--- config.mk ---
export PLATFORM = sky130hd
export DESIGN_NAME = fbab_blend
export DESIGN_NICKNAME = d
export VERILOG_FILES = /design/src/rtl/fbab_pkg.sv /design/src/rtl/fbab_blend.sv
export SDC_FILE = /design/constraint.sdc
export NUM_CORES = 2
export LEC_CHECK = 0
export BUFFER_PORTS_ARGS = -buffer_cell sky130_fd_sc_hd__buf_2
export CORE_MARGIN = 2
export CORE_UTILIZATION = 37
export DETAILED_ROUTE_END_ITERATION = 10
export SETUP_SLACK_MARGIN = 0.15
export SLEW_MARGIN = 10
export SYNTH_ARGS = -nofsm -noshare
export SYNTH_HDL_FRONTEND = slang
export SYNTH_SLANG_ARGS = --single-unit
--- constraint.sdc ---
create_clock -name i_clk -period 16.8 [get_ports i_clk]
set_clock_uncertainty 0.2 [all_clocks]
set_input_delay 0 -clock i_clk [delete_from_list [all_inputs] [get_ports i_clk]]
set_output_delay 0 -clock i_clk [all_outputs]
set_load 0.02 [all_outputs]
--- src/rtl/fbab_pkg.sv ---
package fbab_pkg;

    localparam int FRAME_WORDS = 16384;
    localparam int PIXEL_BITS  = 32;
    localparam int ADDR_W      = $clog2(FRAME_WORDS);
    localparam int REG_W       = 13;
    localparam int COORD_W     = 12;
    localparam int FULL_W      = 2 * REG_W + 1;
    localparam int CH_W        = 8;
    localparam int COLOR_CHANS = 3;
    localparam int ALPHA_LSB   = 24;
    localparam int CFG_IDX_W   = 2;

    localparam logic [REG_W-1:0]     REG_RESET  = REG_W'(128);
    localparam logic [CH_W-1:0]      CHAN_MAX   = 8'hFF;
    localparam logic [FULL_W-1:0]    FULL_LIMIT = FULL_W'(FRAME_WORDS);
    localparam logic [ADDR_W-1:0]    CLEAR_LAST = ADDR_W'(FRAME_WORDS - 1);

    localparam logic [CFG_IDX_W-1:0] CFG_SCREEN_WIDTH  = 2'd0;
    localparam logic [CFG_IDX_W-1:0] CFG_SCREEN_HEIGHT = 2'd1;
    localparam logic [CFG_IDX_W-1:0] CFG_ROW_PITCH     = 2'd2;

    localparam logic ACT_BLEND = 1'b0;
    localparam logic ACT_FILL  = 1'b1;

    typedef enum logic [3:0] {
        ST_CLEAR,
        ST_IDLE,
        ST_ADDR,
        ST_READ,
        ST_MUL1,
        ST_MUL2,
        ST_MUL3,
        ST_WRITE,
        ST_DONE
    } t_state;

    typedef logic [PIXEL_BITS-1:0] t_pixel;

endpackage

--- src/rtl/fbab_blend.sv ---
module fbab_blend (
    input  logic               i_clk,
    input  fbab_pkg::t_pixel   i_dst,
    input  fbab_pkg::t_pixel   i_src,
    output fbab_pkg::t_pixel   o_word
);

    localparam int CW = fbab_pkg::CH_W;
    localparam int NC = fbab_pkg::COLOR_CHANS;
    localparam int AL = fbab_pkg::ALPHA_LSB;

    logic [CW-1:0] src_a;
    logic [CW-1:0] dst_a;
    logic [NC-1:0][2*CW-1:0] sp_prod;
    logic [NC-1:0][2*CW-1:0] dp_prod;
    logic [2*CW-1:0] ap_prod;

    logic [NC-1:0][2*CW-1:0] r1_sp;
    logic [NC-1:0][2*CW-1:0] r1_dp;
    logic [2*CW-1:0] r1_ap;
    logic [CW-1:0] r1_da;
    logic [CW-1:0] r1_na;

    logic [NC-1:0][31:0] sq_prod;
    logic [NC-1:0][3*CW-1:0] dn_prod;
    logic [31:0] aq_prod;

    logic [NC-1:0][CW-1:0] r2_sq;
    logic [NC-1:0][3*CW-1:0] r2_dn;
    logic [CW-1:0] r2_aq;
    logic [CW-1:0] r2_da;

    logic [NC-1:0][47:0] dq_prod;
    logic [CW:0] oa_sum;

    logic [NC-1:0][CW-1:0] r3_sq;
    logic [NC-1:0][CW-1:0] r3_dq;
    logic [CW-1:0] r3_oa;

    logic [NC-1:0][CW:0] ch_sum;

    assign src_a = i_src[AL +: CW];
    assign dst_a = i_dst[AL +: CW];

    always_comb begin
        for (int c = 0; c < NC; c++) begin
            sp_prod[c] = (2*CW)'(i_src[CW*c +: CW]) * (2*CW)'(src_a);
            dp_prod[c] = (2*CW)'(i_dst[CW*c +: CW]) * (2*CW)'(dst_a);
        end
        ap_prod = (2*CW)'(fbab_pkg::CHAN_MAX - dst_a) * (2*CW)'(src_a);
    end

    always_ff @(posedge i_clk) begin
        r1_sp <= sp_prod;
        r1_dp <= dp_prod;
        r1_ap <= ap_prod;
        r1_da <= dst_a;
        r1_na <= fbab_pkg::CHAN_MAX - src_a;
    end

    // Division by 255 of a 16-bit value is a multiply by 0x8081 and a shift by 23.
    always_comb begin
        for (int c = 0; c < NC; c++) begin
            sq_prod[c] = 32'(r1_sp[c]) * 32'h0000_8081;
            dn_prod[c] = (3*CW)'(r1_dp[c]) * (3*CW)'(r1_na);
        end
        aq_prod = 32'(r1_ap) * 32'h0000_8081;
    end

    always_ff @(posedge i_clk) begin
        for (int c = 0; c < NC; c++) begin
            r2_sq[c] <= sq_prod[c][30:23];
            r2_dn[c] <= dn_prod[c];
        end
        r2_aq <= aq_prod[30:23];
        r2_da <= r1_da;
    end

    // Division by 65025 of a value up to 255 cubed is a multiply by 0x1020305
    // and a shift by 40.
    always_comb begin
        for (int c = 0; c < NC; c++) begin
            dq_prod[c] = 48'(r2_dn[c]) * 48'h0000_0102_0305;
        end
        oa_sum = (CW+1)'(r2_da) + (CW+1)'(r2_aq);
    end

    always_ff @(posedge i_clk) begin
        for (int c = 0; c < NC; c++) begin
            r3_sq[c] <= r2_sq[c];
            r3_dq[c] <= dq_prod[c][47:40];
        end
        r3_oa <= oa_sum[CW-1:0];
    end

    always_comb begin
        o_word = '0;
        for (int c = 0; c < NC; c++) begin
            ch_sum[c] = (CW+1)'(r3_sq[c]) + (CW+1)'(r3_dq[c]);
            o_word[CW*c +: CW] = ch_sum[c][CW-1:0];
        end
        o_word[AL +: CW] = r3_oa;
    end

endmodule

# --- Word-level counts from Yosys, hierarchy flattened ---
# Index checks and enable logic that the tools add are counted.
# W data, S select, Z words.
word_totals:
  input_bits: 65
  ff_bits: 296
  output_inout_bits: 32
classes:
  add_sub_neg: 6
  mul: 17
op_table:
  columns: ["cell", "n"]
  rows:
  - ["$mul A24 B25 Y48 const B", 3]
  - ["$mul A16 B16 Y31 const B", 4]
  - ["$mul A8 B8 Y16", 6]
  - ["$mul A16 B8 Y24", 3]
  - ["$add A8 B8 Y8", 4]
  - ["$mul A9 B9 Y16", 1]
  - ["$sub A8 B8 Y9 const A", 1]
  - ["$sub A8 B8 Y8 const A", 1]

# --- Depth between registers and ports, before layout ---
logic_depth:
  word_depth: 2
  ltp_mapped: 23

# --- Worst setup path before layout ---
# No wires, ideal clock.
synth_path:
  kind: "flip-flop to flip-flop"
  from: "register r2_dn[64] (netlist bit)"
  to: "register r3_dq[22] (netlist bit)"
  n_path_buf: 0
  setup_time_ns: 0.125
  path_slack_ns: 11.159
  path_stages_with_launch: 22
  arrival_ns: 5.315
  cell_sequence: "dfxtp_1 inv_1 ha_1 inv_1 ha_1 inv_1 fa_1 fa_1 fa_1 inv_1 fa_1 ha_1 ha_1 a21o_1 a21o_1 a21oi_1 o21ai_0 a221o_1 or4b_4 a41o_1 a211oi_2 nor2_1"
synth_lines:
  columns: ["item", "line_no", "rtl"]
  rows:
  - ["from (decl)", "fbab_blend.sv:29", "logic [NC-1:0][3*CW-1:0] r2_dn;"]
  - ["from (signal, indexed assignment)", "fbab_blend.sv:73", "r2_dn[c] <= dn_prod[c];"]
  - ["to (signal, indexed assignment)", "fbab_blend.sv:91", "r3_dq[c] <= dq_prod[c][47:40];"]
  - ["to (decl)", "fbab_blend.sv:37", "logic [NC-1:0][CW-1:0] r3_dq;"]

==> impl_metrics.yaml <==
logic_synthesis:
  synthMuxAreaShare_pct: 0.0580
  synth_top_family_by_area: "adder cells"
  yosys.area_share.adder_pct: 58.6
  synth_edf_count: 0
  synth.most_common_cell: "ha_1"
  yosysUniqueCellTypes: 68
  synth-compound-area-share_pct: 6.66
  ys_seq_area_share_pct: 11.4
  ys_async_sr_fraction_pct: 0
  syn-cell-area_mm2: 0.0518
  synthTopCellsByArea: "ha_1 32%, fa_1 27%, dfxtp_1 11%"
  yosysTopAreaCellShare_pct: 31.9
  synthCells: 5399
  yosysTopAreaCell: "ha_1"
  synth_nets: 7474
  synth_simple_gate_area_share_pct: 11.8
  ys_warn_count: 0
  syn_area_per_cell_um2: 9.59
  synth_seq_cells: 296
  synth-xor-area-share_pct: 3.20
  synthTopCellsByCount: "1321 x ha_1, 1048 x inv_1, 689 x fa_1"
  synth_top_flop_cell: "dfxtp_1"
job:
  cap_violations: 0
cells_and_area:
  syn_to_final_growth_pct: 8.50
  fill_cells: 13849
  layout.nets: 7570
  drive_gt1_share_pct: 3.53
  multiInputGateArea_mm2: 0.0416
  ff_latch_area_mm2: 0.00593
setup_path:
  critPathKind: "reg2reg"
  required_ns: 17.06
  cp.depth: 21
  cp-start-kind: "flop"
  crit_arrival_ns: 6.29
  critPathTopFamily: "adder cells"
  cp.buffers_inverters: 4
  critPathCapture: "r3_dq[7]$_DFF_P_"
  r2r-start: "r2_dn[16]$_DFF_P_"
  max_stage_delay_ns: 0.53
  endpoint_kind: "flop"
  reg2reg_depth: 21
  critical-path-slowest-cell: "dfxtp_1"
  crit_chain: "inv_1, ha_1, inv_1, ha_1, inv_1, fa_1, fa_1, fa_1, inv_1, fa_1, ha_1, ha_1, a21o_1, a2111o_1, a31oi_1, o211ai_1, a41o_1, nor3_1, a221oi_2, mux2i_1, nand3b_1"
  ff2ff_setup_slack_ns: 10.77
  path_max_fanout: 7
  crit_start: "r2_dn[16]$_DFF_P_"
  r2r-end: "r3_dq[7]$_DFF_P_"
place:
  dpl.hpwl_um: 91900
  port_buffers: 96
  place_congestion: 0.847
clocking:
  clock_latency_ns: 0.58
  cts_htree_levels: 2
  numCtsBuffers: 39
  cts_resized: 0
  postCtsSetupRepairBufs: 0
  cts_hold_buffers: 44
  root_buffer: "clkbuf_16"
  clk_pin_slew_worst_paths_ns: 0.06
  clock-sinks: 296
  cts_buffer_depth: 3
  cts_tree: "yes"
sta:
  hold_slack_ns: 0.0203
  rsz0062_at_grt: "no"
  fmax_ghz: 0.166
  finalHoldViolCount: 0
  relSlewSlack_pct: 42.7
  finalCriticalPeriod_ns: 6.03
  setup_viol: 0
  slew_violations: 0
  worstMarginPinSlew_ns: 0.860
  finalSetupTns_ns: 0
  finalCritPeriodShare_pct: 35.9
global_route:
  overflow: 0
  grt.met1_usage_pct: 21.4
  use_met2_pct: 27.4
  grt_start_max_net_pins: 49
  grt.busiest_layer: "met2"
  grt_usage_pct: 16.0
  first_global_vias: 37896
  met3_usage_pct: 2.06
  grt_pass1_wl_um: 187000
  antenna_found_initial: 18
die:
  start_util_pct: 37.2
  die_h_um: 378
  core_area_mm2: 0.139
  dieWidth_um: 378
  die_area_mm2: 0.143
  rows: 137
  ios: 97
min_path:
  hold_path_class: "in2reg"
run_status:
  status: "complete, no violations"
route:
  drt_iter0_markers: 1285
  antenna_left: 0
  drc: 0
  via_per_inst: 4.80
  routed_wl_um: 110000
  via_count: 35580
  wl_per_cell_um: 14.9
  first_pass_iters: 5
-- cells by family after synthesis --
kind of cell,count (synthesis)
compound gates,519
xor+xnor,189
fa+ha+maj,2010
buf+inv,1143
flops,296
mux,3
simple gates,1239
-- layout by cell type, fill, tap and decap left out, types with 92 or more instances in the layout --
master / synthesis / routed
nand2_1: 462 / 462
ha_1: 1321 / 1321
dfxtp_1: 296 / 294
nor2_1: 176 / 176
inv_1: 1048 / 1048
buf_2: 0 / 96
a21oi_1: 146 / 146
fa_1: 689 / 689
and2_1: 388 / 388
xnor2_1: 152 / 152
a21o_1: 92 / 92
-- layer usage --
metal | share of wire (%) | wire (um)
met1 | 47 | 52500
met2 | 47 | 51900
met3 | 3.2 | 3510
met4 | 2.2 | 2440
met5 | 0.13 | 143
-- worst min-delay path by stage --
stage / from / end / slack (ns) / cells past startpoint
3_3_place_gp: r1_da[4]$_DFF_P_ / r2_da[4]$_DFF_P_ / 0.11 / 0
2_1_floorplan: i_dst[24] / r1_da[0]$_DFF_P_ / -0.17 / 0
4_1_cts: i_src[15] / r1_sp[31]$_DFF_P_ / 0.002 / 5
3_5_place_dp: r2_sq[19]$_DFF_P_ / r3_sq[19]$_DFF_P_ / 0.11 / 0
5_1_grt: i_dst[7] / r1_dp[15]$_DFF_P_ / 0.06 / 5
6_report: i_src[15] / r1_sp[31]$_DFF_P_ / 0.02 / 5
-- stage by stage --
step	util (%)	cell area, um2	std cells	setup slack (ns)
after floorplan	-	51800	5399	11.16
after global placement	39.0	54300	7286	10.85
after detailed placement	39.0	54300	7286	10.78
after CTS	40.4	56200	7400	10.77
after global routing	40.4	56200	7406	10.43
final	40.4	56200	7407	10.77
-- cell type report --
type / instances / share of cell area, %
antenna: 7 / 0.0312
clock buffer: 50 / 1.99
clock inverter: 20 / 0.503
inverter: 1050 / 7.01
multi-input combinational: 3960 / 74.0
sequential: 296 / 10.6
tap: 1876 / 4.18
timing repair buffer: 148 / 1.75
-- flip-flops by register name, indices dropped and copies added, names as in the netlist --
register and flops:
r2_dn 72, r1_dp 48, r1_sp 48, r2_sq 24, r3_dq 24, r3_sq 24
r1_ap 16, r1_da 8, r1_na 8, r2_aq 8, r2_da 8, r3_oa 8
-- worst register-to-register path, cell delays in order, from the launching register on --
cell,delay (ns)
dfxtp_1,0.53
inv_1,0.11
ha_1,0.31
inv_1,0.05
ha_1,0.26
inv_1,0.05
fa_1,0.41
fa_1,0.48
fa_1,0.49
inv_1,0.05
fa_1,0.43
ha_1,0.29
ha_1,0.31
a21o_1,0.18
a2111o_1,0.41
a31oi_1,0.14
o211ai_1,0.13
a41o_1,0.24
nor3_1,0.40
a221oi_2,0.16
mux2i_1,0.14
nand3b_1,0.16
Power is not shown: default switching activity piles up to over one toggle a cycle in this logic, so the estimate is an artifact.
